<file path="src/hw/rtl/rconv_pkg.sv">
// Package for the radix converter: shared types, codes and reset constants.
// Used by rconv_ctrl, rconv_dp and radix_converter_top; depends on nothing.
`default_nettype none

package rconv_pkg;

    localparam int VALUE_BITS_DEF  = 32;
    localparam int STACK_DEPTH_DEF = 32;

    localparam logic [7:0] NEG_MARK        = 8'hFF;
    localparam logic [7:0] SOURCE_BASE_RST = 8'd10;
    localparam logic [7:0] TARGET_BASE_RST = 8'd2;
    localparam logic [7:0] MIN_TARGET_BASE = 8'd2;

    typedef enum logic
    {
        REG_SOURCE_BASE = 1'b0,
        REG_TARGET_BASE = 1'b1
    } cfg_reg_t;

    typedef enum logic [1:0]
    {
        ST_OK        = 2'd0,
        ST_BAD_DIGIT = 2'd1,
        ST_OVERFLOW  = 2'd2
    } status_t;

    typedef enum logic [2:0]
    {
        S_IDLE,
        S_LOAD,
        S_DIV,
        S_DNEXT,
        S_SIGN,
        S_POP,
        S_EMIT,
        S_ERR
    } state_t;

    typedef struct packed
    {
        logic accept;     // input beat taken this cycle
        logic load;       // latch final value, clear per-number state
        logic div_init;   // start a new division
        logic div_step;   // one quotient bit
        logic pop;        // read top of digit stack
        logic out_sign;   // load negative mark into output stage
        logic out_digit;  // load popped digit into output stage
        logic out_err;    // load error beat into output stage
    } ctrl_cmd_t;

    typedef struct packed
    {
        logic sel_err;     // final value carries an error
        logic bit_last;    // division on its final bit
        logic quot_zero;   // quotient is zero
        logic stack_full;  // digit stack full
        logic neg_emit;    // negative mark must be sent
        logic stack_empty; // no digits left
        logic out_free;    // output stage can take a beat
    } dp_stat_t;

endpackage

`default_nettype wire

</file>
<file path="src/hw/rtl/rconv_ctrl.sv">
// Controller state machine for the radix converter.
// Depends on rconv_pkg; drives rconv_dp through command/status structs.
`default_nettype none

module rconv_ctrl
(
    input  wire logic                 clk,
    input  wire logic                 rst_n,
    input  wire logic                 s_tvalid,
    input  wire logic                 s_tlast,
    output logic                      s_tready,
    input  wire rconv_pkg::dp_stat_t  stat,
    output rconv_pkg::ctrl_cmd_t      cmd
);

    rconv_pkg::state_t state_reg;
    rconv_pkg::state_t state_next;

    always_ff @(posedge clk or negedge rst_n)
    begin
        if (!rst_n)
        begin
            state_reg <= rconv_pkg::S_IDLE;
        end
        else
        begin
            state_reg <= state_next;
        end
    end

    always_comb
    begin
        state_next = state_reg;
        case (state_reg)
            rconv_pkg::S_IDLE:
            begin
                if (s_tvalid && s_tlast)
                begin
                    state_next = rconv_pkg::S_LOAD;
                end
            end
            rconv_pkg::S_LOAD:
            begin
                state_next = stat.sel_err ? rconv_pkg::S_ERR : rconv_pkg::S_DIV;
            end
            rconv_pkg::S_DIV:
            begin
                if (stat.bit_last)
                begin
                    state_next = rconv_pkg::S_DNEXT;
                end
            end
            rconv_pkg::S_DNEXT:
            begin
                state_next = (stat.quot_zero || stat.stack_full) ?
                             rconv_pkg::S_SIGN : rconv_pkg::S_DIV;
            end
            rconv_pkg::S_SIGN:
            begin
                if (!stat.neg_emit || stat.out_free)
                begin
                    state_next = rconv_pkg::S_POP;
                end
            end
            rconv_pkg::S_POP:
            begin
                state_next = rconv_pkg::S_EMIT;
            end
            rconv_pkg::S_EMIT:
            begin
                if (stat.out_free)
                begin
                    state_next = stat.stack_empty ? rconv_pkg::S_IDLE : rconv_pkg::S_POP;
                end
            end
            rconv_pkg::S_ERR:
            begin
                if (stat.out_free)
                begin
                    state_next = rconv_pkg::S_IDLE;
                end
            end
            default:
            begin
                state_next = rconv_pkg::S_IDLE;
            end
        endcase
    end

    always_comb
    begin
        cmd      = '0;
        s_tready = 1'b0;
        case (state_reg)
            rconv_pkg::S_IDLE:
            begin
                s_tready   = 1'b1;
                cmd.accept = s_tvalid;
            end
            rconv_pkg::S_LOAD:
            begin
                cmd.load     = 1'b1;
                cmd.div_init = 1'b1;
            end
            rconv_pkg::S_DIV:
            begin
                cmd.div_step = 1'b1;
            end
            rconv_pkg::S_DNEXT:
            begin
                cmd.div_init = !(stat.quot_zero || stat.stack_full);
            end
            rconv_pkg::S_SIGN:
            begin
                cmd.out_sign = stat.neg_emit && stat.out_free;
            end
            rconv_pkg::S_POP:
            begin
                cmd.pop = 1'b1;
            end
            rconv_pkg::S_EMIT:
            begin
                cmd.out_digit = stat.out_free;
            end
            rconv_pkg::S_ERR:
            begin
                cmd.out_err = stat.out_free;
            end
            default:
            begin
                cmd = '0;
            end
        endcase
    end

endmodule

`default_nettype wire

</file>
<file path="src/hw/rtl/rconv_dp.sv">
// Datapath for the radix converter: config registers, accumulator,
// bit-serial divider, digit stack and output stage. Depends on rconv_pkg.
`default_nettype none

module rconv_dp
#(
    parameter int VALUE_BITS  = rconv_pkg::VALUE_BITS_DEF,
    parameter int STACK_DEPTH = rconv_pkg::STACK_DEPTH_DEF
)
(
    input  wire logic                 clk,
    input  wire logic                 rst_n,
    input  wire logic                 cfg_we,
    input  wire rconv_pkg::cfg_reg_t  cfg_addr,
    input  wire logic [7:0]           cfg_data,
    input  wire logic [7:0]           digit_in,
    input  wire rconv_pkg::ctrl_cmd_t cmd,
    output rconv_pkg::dp_stat_t       stat,
    output logic                      m_tvalid,
    input  wire logic                 m_tready,
    output logic [7:0]                m_tdata,
    output logic                      m_tlast,
    output logic [1:0]                m_tuser
);

    localparam int MAG_BITS = VALUE_BITS - 1;
    localparam int PW       = MAG_BITS + 9;
    localparam int BW       = $clog2(MAG_BITS);
    localparam int AW       = $clog2(STACK_DEPTH);
    localparam int CW       = $clog2(STACK_DEPTH + 1);

    // configuration
    logic [7:0] src_base_reg;
    logic [7:0] tgt_base_reg;
    logic [7:0] tb_eff;

    always_ff @(posedge clk or negedge rst_n)
    begin
        if (!rst_n)
        begin
            src_base_reg <= rconv_pkg::SOURCE_BASE_RST;
            tgt_base_reg <= rconv_pkg::TARGET_BASE_RST;
        end
        else if (cfg_we)
        begin
            case (cfg_addr)
                rconv_pkg::REG_SOURCE_BASE: src_base_reg <= cfg_data;
                rconv_pkg::REG_TARGET_BASE: tgt_base_reg <= cfg_data;
                default:                    src_base_reg <= src_base_reg;
            endcase
        end
    end

    assign tb_eff = (tgt_base_reg < rconv_pkg::MIN_TARGET_BASE) ?
                    rconv_pkg::MIN_TARGET_BASE : tgt_base_reg;

    // per-number accumulation
    logic [MAG_BITS-1:0]   acc_reg,  acc_next;
    logic                  neg_reg,  neg_next;
    logic [VALUE_BITS-1:0] cnt_reg,  cnt_next;
    rconv_pkg::status_t    err_reg,  err_next;
    logic [PW-1:0]         prod;
    logic                  unary;

    assign unary = (src_base_reg == 8'd1);
    assign prod  = PW'(acc_reg) * PW'(src_base_reg) + PW'(digit_in);

    always_comb
    begin
        acc_next = acc_reg;
        neg_next = neg_reg;
        cnt_next = cnt_reg;
        err_next = err_reg;
        if (cmd.load)
        begin
            acc_next = '0;
            neg_next = 1'b0;
            cnt_next = '0;
            err_next = rconv_pkg::ST_OK;
        end
        else if (cmd.accept)
        begin
            // count saturates one above the magnitude limit
            if (!cnt_reg[VALUE_BITS-1])
            begin
                cnt_next = cnt_reg + VALUE_BITS'(1);
            end
            if (!unary)
            begin
                if (digit_in == rconv_pkg::NEG_MARK)
                begin
                    acc_next = '0;
                    neg_next = 1'b1;
                    err_next = rconv_pkg::ST_OK;
                end
                else if (err_reg == rconv_pkg::ST_OK)
                begin
                    if (digit_in >= src_base_reg)
                    begin
                        err_next = rconv_pkg::ST_BAD_DIGIT;
                    end
                    else if (|prod[PW-1:MAG_BITS])
                    begin
                        err_next = rconv_pkg::ST_OVERFLOW;
                    end
                    else
                    begin
                        acc_next = prod[MAG_BITS-1:0];
                    end
                end
            end
        end
    end

    always_ff @(posedge clk or negedge rst_n)
    begin
        if (!rst_n)
        begin
            acc_reg <= '0;
            neg_reg <= 1'b0;
            cnt_reg <= '0;
            err_reg <= rconv_pkg::ST_OK;
        end
        else
        begin
            acc_reg <= acc_next;
            neg_reg <= neg_next;
            cnt_reg <= cnt_next;
            err_reg <= err_next;
        end
    end

    // final value select
    logic [MAG_BITS-1:0] val_sel;
    logic                neg_sel;
    rconv_pkg::status_t  st_sel;

    always_comb
    begin
        if (unary)
        begin
            val_sel = cnt_reg[MAG_BITS-1:0];
            neg_sel = 1'b0;
            st_sel  = cnt_reg[VALUE_BITS-1] ? rconv_pkg::ST_OVERFLOW : rconv_pkg::ST_OK;
        end
        else
        begin
            val_sel = acc_reg;
            neg_sel = neg_reg;
            st_sel  = err_reg;
        end
    end

    // restoring divider, one quotient bit per cycle
    logic [MAG_BITS-1:0] q_reg,    q_next;
    logic [7:0]          rem_reg,  rem_next;
    logic [BW-1:0]       bit_reg,  bit_next;
    logic                nege_reg, nege_next;
    logic [8:0]          trial;
    logic                ge;
    logic [7:0]          rem_step;
    logic                push;

    assign trial    = {rem_reg, q_reg[MAG_BITS-1]};
    assign ge       = (trial >= {1'b0, tb_eff});
    assign rem_step = ge ? 8'(trial - {1'b0, tb_eff}) : trial[7:0];
    assign push     = cmd.div_step && (bit_reg == '0);

    always_comb
    begin
        q_next    = q_reg;
        rem_next  = rem_reg;
        bit_next  = bit_reg;
        nege_next = nege_reg;
        if (cmd.load)
        begin
            q_next    = val_sel;
            nege_next = neg_sel && (val_sel != '0);
        end
        if (cmd.div_init)
        begin
            rem_next = '0;
            bit_next = BW'(MAG_BITS - 1);
        end
        else if (cmd.div_step)
        begin
            rem_next = rem_step;
            q_next   = {q_reg[MAG_BITS-2:0], ge};
            bit_next = bit_reg - BW'(1);
        end
    end

    always_ff @(posedge clk)
    begin
        q_reg    <= q_next;
        rem_reg  <= rem_next;
        bit_reg  <= bit_next;
        nege_reg <= nege_next;
    end

    // digit stack
    logic [7:0]    stack_mem [STACK_DEPTH];
    logic [7:0]    rd_data_reg;
    logic [CW-1:0] sp_reg, sp_next;
    logic [CW-1:0] sp_dec;

    assign sp_dec = sp_reg - CW'(1);

    always_comb
    begin
        sp_next = sp_reg;
        if (cmd.load)
        begin
            sp_next = '0;
        end
        else if (push)
        begin
            sp_next = sp_reg + CW'(1);
        end
        else if (cmd.pop)
        begin
            sp_next = sp_dec;
        end
    end

    always_ff @(posedge clk or negedge rst_n)
    begin
        if (!rst_n)
        begin
            sp_reg <= '0;
        end
        else
        begin
            sp_reg <= sp_next;
        end
    end

    always_ff @(posedge clk)
    begin
        if (push)
        begin
            stack_mem[sp_reg[AW-1:0]] <= rem_step;
        end
        if (cmd.pop)
        begin
            rd_data_reg <= stack_mem[sp_dec[AW-1:0]];
        end
    end

    // error status held from the load cycle
    logic [1:0] st_sel_q_reg;

    always_ff @(posedge clk)
    begin
        if (cmd.load)
        begin
            st_sel_q_reg <= st_sel;
        end
    end

    // output stage
    logic       ovalid_reg;
    logic [7:0] odata_reg;
    logic       olast_reg;
    logic [1:0] ouser_reg;
    logic       out_load;

    assign out_load = cmd.out_sign || cmd.out_digit || cmd.out_err;

    always_ff @(posedge clk or negedge rst_n)
    begin
        if (!rst_n)
        begin
            ovalid_reg <= 1'b0;
        end
        else if (out_load)
        begin
            ovalid_reg <= 1'b1;
        end
        else if (m_tready)
        begin
            ovalid_reg <= 1'b0;
        end
    end

    always_ff @(posedge clk)
    begin
        if (cmd.out_sign)
        begin
            odata_reg <= rconv_pkg::NEG_MARK;
            olast_reg <= 1'b0;
            ouser_reg <= rconv_pkg::ST_OK;
        end
        else if (cmd.out_digit)
        begin
            odata_reg <= rd_data_reg;
            olast_reg <= (sp_reg == '0);
            ouser_reg <= rconv_pkg::ST_OK;
        end
        else if (cmd.out_err)
        begin
            odata_reg <= 8'd0;
            olast_reg <= 1'b1;
            ouser_reg <= st_sel_q_reg;
        end
    end

    assign m_tvalid = ovalid_reg;
    assign m_tdata  = odata_reg;
    assign m_tlast  = olast_reg;
    assign m_tuser  = ouser_reg;

    assign stat.sel_err     = (st_sel != rconv_pkg::ST_OK);
    assign stat.bit_last    = (bit_reg == '0);
    assign stat.quot_zero   = (q_reg == '0);
    assign stat.stack_full  = (sp_reg == CW'(STACK_DEPTH));
    assign stat.neg_emit    = nege_reg;
    assign stat.stack_empty = (sp_reg == '0);
    assign stat.out_free    = !ovalid_reg || m_tready;

endmodule

`default_nettype wire

</file>
<file path="src/hw/rtl/radix_converter_top.sv">
// Radix converter: signed integer digits in, digits in another base out.
// Steps: each non-last digit is taken in IDLE; the last digit brings a load step, then
//   per output digit VALUE_BITS-1 quotient bits and a check step, a sign step
//   taken with or without a sign, then a pop and an emit step per emitted digit; an
//   error beat goes out after the load. Output stalls hold sign, emit and error steps.
// Throughput: one number at a time; rst_n (async) clears control, state and bases (10 / 2).
`default_nettype none

module radix_converter_top
#(
    parameter int VALUE_BITS  = rconv_pkg::VALUE_BITS_DEF,   // 8..64
    parameter int STACK_DEPTH = rconv_pkg::STACK_DEPTH_DEF   // 8..64
)
(
    input  wire logic                clk,
    input  wire logic                rst_n,
    // configuration write port
    input  wire logic                cfg_we,
    input  wire rconv_pkg::cfg_reg_t cfg_addr,   // 0 source_base, 1 target_base
    input  wire logic [7:0]          cfg_data,
    // input digits
    input  wire logic                s_tvalid,
    output logic                     s_tready,
    input  wire logic [7:0]          s_tdata,    // [7:0] digit_in
    input  wire logic                s_tlast,    // last_in
    // output digits
    output logic                     m_tvalid,
    input  wire logic                m_tready,
    output logic [7:0]               m_tdata,    // [7:0] digit_out
    output logic                     m_tlast,    // last_out
    output logic [1:0]               m_tuser     // [1:0] status
);

    rconv_pkg::ctrl_cmd_t cmd;
    rconv_pkg::dp_stat_t  stat;

    // sequencer: accept, load, divide, unstack; input is blocked from the
    // last digit until the final beat sits in the output register
    rconv_ctrl u_ctrl
    (
        .clk      (clk),
        .rst_n    (rst_n),
        .s_tvalid (s_tvalid),
        .s_tlast  (s_tlast),
        .s_tready (s_tready),
        .stat     (stat),
        .cmd      (cmd)
    );

    // accumulator, divider, digit stack and output beat register
    rconv_dp
    #(
        .VALUE_BITS  (VALUE_BITS),
        .STACK_DEPTH (STACK_DEPTH)
    )
    u_dp
    (
        .clk      (clk),
        .rst_n    (rst_n),
        .cfg_we   (cfg_we),
        .cfg_addr (cfg_addr),
        .cfg_data (cfg_data),
        .digit_in (s_tdata),
        .cmd      (cmd),
        .stat     (stat),
        .m_tvalid (m_tvalid),
        .m_tready (m_tready),
        .m_tdata  (m_tdata),
        .m_tlast  (m_tlast),
        .m_tuser  (m_tuser)
    );

endmodule

`default_nettype wire

</file>
<file path="config.mk">
export PLATFORM = sky130hd
export DESIGN_NAME = radix_converter_top
export DESIGN_NICKNAME = d
export VERILOG_FILES = /design/src/hw/rtl/rconv_pkg.sv /design/src/hw/rtl/rconv_ctrl.sv /design/src/hw/rtl/rconv_dp.sv /design/src/hw/rtl/radix_converter_top.sv
export SDC_FILE = /design/constraint.sdc
export NUM_CORES = 1
export LEC_CHECK = 0
export ABC_CLOCK_PERIOD_IN_PS = 12400
export BUFFER_PORTS_ARGS = -buffer_cell sky130_fd_sc_hd__clkbuf_2
export CAP_MARGIN = 20
export CORE_AREA = 3 3 248 250
export DETAILED_ROUTE_END_ITERATION = 7
export DIE_AREA = 0 0 251 253
export GPL_TIMING_DRIVEN = 1
export SLEW_MARGIN = 20
export SYNTH_ARGS = -nofsm -noshare
export SYNTH_HDL_FRONTEND = slang
export SYNTH_SLANG_ARGS = --single-unit
</file>
<file path="constraint.sdc">
create_clock -name clk -period 12.4 [get_ports clk]
set_input_delay 2.48 -clock clk [delete_from_list [all_inputs] [get_ports clk]]
set_output_delay 2.48 -clock clk [all_outputs]
set_load 0.05 [all_outputs]
</file>
# ---- Word level (Yosys, flattened, before mapping)
# Memories as Yosys holds them, arrays and structs flattened. A register that Yosys moved wholly into a read port is not among the register bits.
# Index checks and enable logic that the tools add are counted.
dict set report totals {
  register_bits 150
  ram_bits 256
  input_bits 23
  out_inout_bits 13
  word_cells 143
  memories 1
}
dict set report classes {
  n_addsub 6
  n_mul 1
  order_cmp 3
  eq_ne 19
  muxes 59
  bitwise_logic 1
  reduce_logical 35
}
# name depth word_bits read_ports rd_clocked_by_memory_dff wr line
set mem_list {}
lappend mem_list {u_dp.stack_mem 32 8 1 1 1 rconv_dp.sv:202} ;# logic [7:0] stack_mem [STACK_DEPTH];
# operator n
set op_table {}
lappend op_table {{$mux 31} 11}
lappend op_table {{$mux 32} 3}
lappend op_table {{$add 39x8->40} 1}
lappend op_table {{$mul 31x8->39} 1}
lappend op_table {{$add 32x1->32 const B} 1}
lappend op_table {{$mux 8} 4}
lappend op_table {{$logic_not 31->1} 1}
lappend op_table {{$reduce_bool 31->1} 1}
lappend op_table {{$mux 3} 8}
lappend op_table {{$pmux 3 s8} 1}
lappend op_table {{$mux 1} 19}
lappend op_table {{$mux 2} 9}
lappend op_table {{$mux 6} 3}
lappend op_table {{$eq 3x3->1 const B} 4}
lappend op_table {{$reduce_and 5->1} 2}
lappend op_table {{$reduce_bool 2->1} 5}
lappend op_table {{$ge 9x8->1} 1}
lappend op_table {{$reduce_or 9->1} 1}
lappend op_table {{$eq 8x1->1 const B} 1}
lappend op_table {{$eq 8x8->1 const B} 1}
lappend op_table {{$ge 8x8->1} 1}
lappend op_table {{$lt 8x2->1 const B} 1}
lappend op_table {{$ne 2x1->1 const B} 4}
lappend op_table {{$sub 8x8->8} 1}
lappend op_table {{23 further kinds} 39}

# ---- Logic depth before layout (Yosys ltp)
dict set report logic_depth {
  depth_word 10
  ltp_mapped 22
  mapped_depth_nobuf 19
}

# ---- Modules after synthesis
# A second synthesis with hierarchy kept.
dict set report unflattened {
  cells_unflattened 2377
  area_unflattened_um2 26853.3
}
# module n_inst cells_each area_per_inst_um2 seq_area_each_um2
set modules_own_cells {}
lappend modules_own_cells {rconv_dp 1 2339 26524.2 11349.6}
lappend modules_own_cells {rconv_ctrl 1 38 329.1 75.1}

# ---- Worst setup path after synthesis
# No wires, ideal clock.
dict set report synth_timing {
  path_kind {input-to-reg}
  from {input port s_tdata[7]}
  to {register u_dp.acc_reg[0]}
  setup_ns 0.121
  arrival_ns 7.355
  t_required_ns 12.279
  setup_slack_ns 4.924
  stages 19
  n_path_buf 1
  path_cell_list {inv_1 -> fa_1 -> inv_1 -> fa_1 -> fa_1 -> inv_1 -> fa_1 -> inv_1 -> ha_1 -> a21oi_2 -> o21ai_0 -> o2111a_1 -> o311ai_4 -> mux2i_1 -> o211ai_1 -> a2111o_1 -> o31a_1 -> buf_6 -> a22o_1}
}
dict set report synth_via {
  elab_chain_len 5
  elab_cells_between_ends 12
  cone_classes {add/sub (1); order compare (1); eq/ne (3); mux (4); reduce/logical (3)}
}
# element line
set synth_lines {}
lappend synth_lines {{from (decl)} radix_converter_top.sv:24} ;# input wire logic [7:0] s_tdata,
lappend synth_lines {{branches (longest 5 deep; another with $add 39x8->40)} n/a}
lappend synth_lines {{to (signal assigned)} rconv_dp.sv:126} ;# acc_reg <= acc_next;
lappend synth_lines {{to (decl)} rconv_dp.sv:58} ;# logic [MAG_BITS-1:0] acc_reg, acc_next;
# Parallel ways; which one is timed is not known. The select of a mux whose other input is x is not followed.
# A chain may end at the register's enable or synchronous reset.

# ---- Worst setup path in the final report
dict set report layout_timing {
  from {input port s_tdata[7]}
  to {register u_dp.acc_reg[30]}
}
dict set report layout_via {
  elab_chain_len 8
  elab_cells_between_ends 15
  cone_classes {add/sub (1); order compare (1); eq/ne (3); mux (7); reduce/logical (3)}
}
# element line
set layout_lines {}
lappend layout_lines {{$add 39x8->40} rconv_dp.sv:66} ;# assign prod = PW'(acc_reg) * PW'(src_base_reg) + PW'(digit_in);
lappend layout_lines {{$mux 31} rconv_dp.sv:102} ;# else if (|prod[PW-1:MAG_BITS])
lappend layout_lines {{$mux 31} rconv_dp.sv:98} ;# if (digit_in >= src_base_reg)
lappend layout_lines {{$mux 31} rconv_dp.sv:96} ;# else if (err_reg == rconv_pkg::ST_OK)
lappend layout_lines {{$mux 31} rconv_dp.sv:90} ;# if (digit_in == rconv_pkg::NEG_MARK)
lappend layout_lines {{$mux 31} rconv_dp.sv:88} ;# if (!unary)
lappend layout_lines {{$mux 31} rconv_dp.sv:81} ;# else if (cmd.accept)
lappend layout_lines {{$mux 31} rconv_dp.sv:74} ;# if (cmd.load)
# Several ways; a longest one is shown, not always the timed one. The select of a mux whose other input is x is not followed.

==> results.py <==
metrics = {
    "synthesis": {
        "synth_cell_types": 85,
        "yosysTopAreaCell": "edfxtp_1",
        "synth_edf_count": 267,
        "yosysSeqAreaShare_pct": 42.72,
        "syn_nets": 2634,
        "ys_top_cells_by_area": "edfxtp_1 30%, fa_1 14%, dfrtp_1 8.3%",
        "ys_warn_count": 0,
        "syn_area_mm2": 0.02675,
        "avgSynthCellArea_um2": 11.53,
        "yosys_register_bits": 414,
        "synth-main-ff-cell": "edfxtp_1",
        "ys_async_sr_fraction_pct": 22.22,
        "synthCells": 2320,
        "synth_top_cell_area_share_pct": 29.98,
    },
    "global_route": {
        "globalRouteTotalUtil_pct": 21.66,
        "grt_pass1_wl_mm": 106.2,
        "grt_pass1_vias": 18200,
        "grt_max_degree": 83,
        "antenna_found_initial": 2,
        "grt_overflow": 0,
    },
    "detailed_routing": {
        "routed-via-count": 17450,
        "first_pass_iters": 6,
        "drtIter0Drc": 1448,
        "wl_mm": 67.08,
        "drc_errors": 0,
        "ant_nets": 0,
        "wl_per_cell_um": 21.47,
        "avgViaCountPerCell": 5.586,
    },
    "die": {
        "die_w_um": 251,
        "start_util_pct": 45.15,
        "rows": 89,
        "core_area_mm2": 0.05924,
        "ios": 36,
        "chipHeight_um": 253,
        "die_area_mm2": 0.06350,
    },
    "setup_path": {
        "slowest_stage": "o31a_2",
        "crit_required_ns": 12.86,
        "r2r_setup_slack_ns": 5.53,
        "arrival_ns": 8.06,
        "reg2reg_depth": 18,
        "worstSetupPathType": "in -> reg",
        "cp-start-kind": "input port",
        "r2r-start": "u_dp.src_base_reg[3]",
        "cp-end-kind": "register",
        "path_cells": "clkbuf_2 > inv_1 > fa_1 > inv_1 > fa_1 > fa_1 > inv_1 > fa_1 > inv_1 > ha_1 > a21oi_2 > o21ai_0 > o2111a_1 > o311ai_4 > mux2i_1 > o211ai_1 > a2111o_1 > o31a_2 > a22o_2",
        "worstPathMaxFanout": 31,
        "worstReg2RegEnd": "u_dp.acc_reg[30]",
        "max_stage_delay_ns": 0.60,
    },
    "timing": {
        "rsz0062_at_grt": "false",
        "setup_tns_ns": 0,
        "fin_ws_ns": 4.806,
        "slew_headroom_pct": 30.05,
        "skew_ns": 0.01959,
        "fmax_mhz": 131.7,
        "finalMaxSlewViolations": 0,
        "min_period_ns": 7.594,
        "finalHoldViolations": 0,
        "setup_viol": 0,
        "worstMarginPinSlew_ns": 1.049,
        "fin_crit_sh_pct": 61.25,
    },
    "min_path": {
        "min_to": "u_dp.m_tlast",
        "holdCritStartpoint": "u_dp.m_tlast",
        "worstHoldPathCells": 2,
        "min_path_type": "reg -> reg",
    },
    "cts": {
        "post_cts_buffers": 0,
        "clockRootBuffer": "clkbuf_16",
        "cts.sinks": 414,
        "htreeDepth": 2,
        "cts_resized": 0,
        "clkTransAtPathRegs_ns": 0.06,
        "cts_buffers": 45,
        "cts_tree": "built",
        "insertion_delay_ns": 0.59,
        "ctsHoldBuffers": 0,
        "cts_buffer_depth": 3,
    },
    "finish": {
        "final_area_mm2": 0.02897,
        "largest_reg_flops": 256,
        "mostFrequentLayoutCells": "300 x inv_1, 267 x edfxtp_1, 221 x and2_1",
        "layout_commonest_cell": "inv_1",
        "fin_cells": 3124,
        "drive_above_1_share_pct": 11.45,
        "synthToLayoutAreaGrowth_pct": 8.304,
        "seq_area_mm2": 0.01143,
        "multi_input_area_mm2": 0.01360,
        "fillers": 5297,
        "nets": 2628,
    },
    "place": {
        "dpl_cell_area_mm2": 0.02742,
        "post-place-ws_ns": 3.981,
        "dp.cells": 3039,
        "port_buffers": 35,
        "dpl.hpwl_mm": 47.27,
        "gp_congestion": 0.9579,
    },
    "pwr": {
        "p_leak_nw": 12.07,
        "powerDensity_mw_per_mm2": 249.6,
        "ir_drop_uv": 169.4,
    },
    "status": {
        "status": "complete, no violations",
    },
    "flow_run": {
        "maxCapViolCount": 0,
    },
}
-- report_power, final --
group	total (mW)	switching, mW	leakage (nW)	internal [mW]
Clock	1.36	0.568	0.734	0.796
Sequential	2.16	0.311	4.11	1.85
Combinational	3.71	2.27	7.22	1.44
-- per-stage QoR --
step	total power, mW	hold slack (ns)	util [%]
2_1_floorplan	4.826	0.4433	-
3_3_place_gp	5.826	0.4385	46.29
3_5_place_dp	5.882	0.4499	46.29
4_1_cts	7.273	0.4602	48.84
5_1_grt	7.761	0.4749	48.89
6_report	7.230	0.4595	48.90
-- cells in the mapped netlist (13+ instances only) --
library cell / n
and2_1: 221
nand2_1: 165
dfrtp_1: 89
clkbuf_1: 67
mux4_2: 80
inv_1: 301
a22o_1: 32
mux2i_1: 35
a21oi_1: 103
edfxtp_1: 267
xnor2_1: 26
nor2_1: 142
fa_1: 183
xor2_1: 31
dfxtp_1: 55
mux2_2: 26
nand4_1: 26
nand3_1: 33
nor3_1: 19
o21ai_0: 98
nor4_1: 15
a21o_1: 13
ha_1: 108
-- area by class of cell --
class,instances,area share (%)
Antenna cell,2,0.01728
Inverter,302,3.913
Sequential cell,414,39.45
Multi-Input combinational cell,1499,46.95
Clock buffer,57,4.259
Clock inverter,25,0.9719
Timing Repair Buffer,52,1.093
Tap cell,773,3.339
-- logic make-up after synthesis --
family	Yosys count	share of synthesized area (%)
AO/OA/AOI/OAI	332	8.070
adder cells (fa/ha/maj)	291	18.75
XOR/XNOR	57	1.867
multiplexers	141	9.141
buffers and inverters	407	6.531
AND/OR/NAND/NOR	678	12.93
flip-flops	414	42.72
-- worst max-delay path by stage --
stage,to,startpoint,depth (start not counted)
after floorplan,u_dp.acc_reg[0],s_tdata[7],19
after global routing,u_dp.acc_reg[9],s_tdata[7],20
after detailed placement,u_dp.acc_reg[30],s_tdata[7],19
after CTS,u_dp.acc_reg[30],s_tdata[7],19
final,u_dp.acc_reg[30],s_tdata[7],19
after global placement,u_dp.acc_reg[30],s_tdata[7],19
-- metal layers --
layer	GRT usage (%)	vias to the layer above	part of all wire (%)
li1	-	7930	-
met1	29.86	8836	44
met5	0	-	0.019
met4	7.426	2	3.3
met3	4.252	117	7.1
met2	34.56	566	46
-- worst max-delay path, delay by kind of cell --
kind | cells | cell delay [ns]
compound gates | 8 | 2.61
fa+ha+maj | 5 | 2.41
buf+inv | 5 | 0.33
mux | 1 | 0.22
Power figures use the tool's default switching activity.
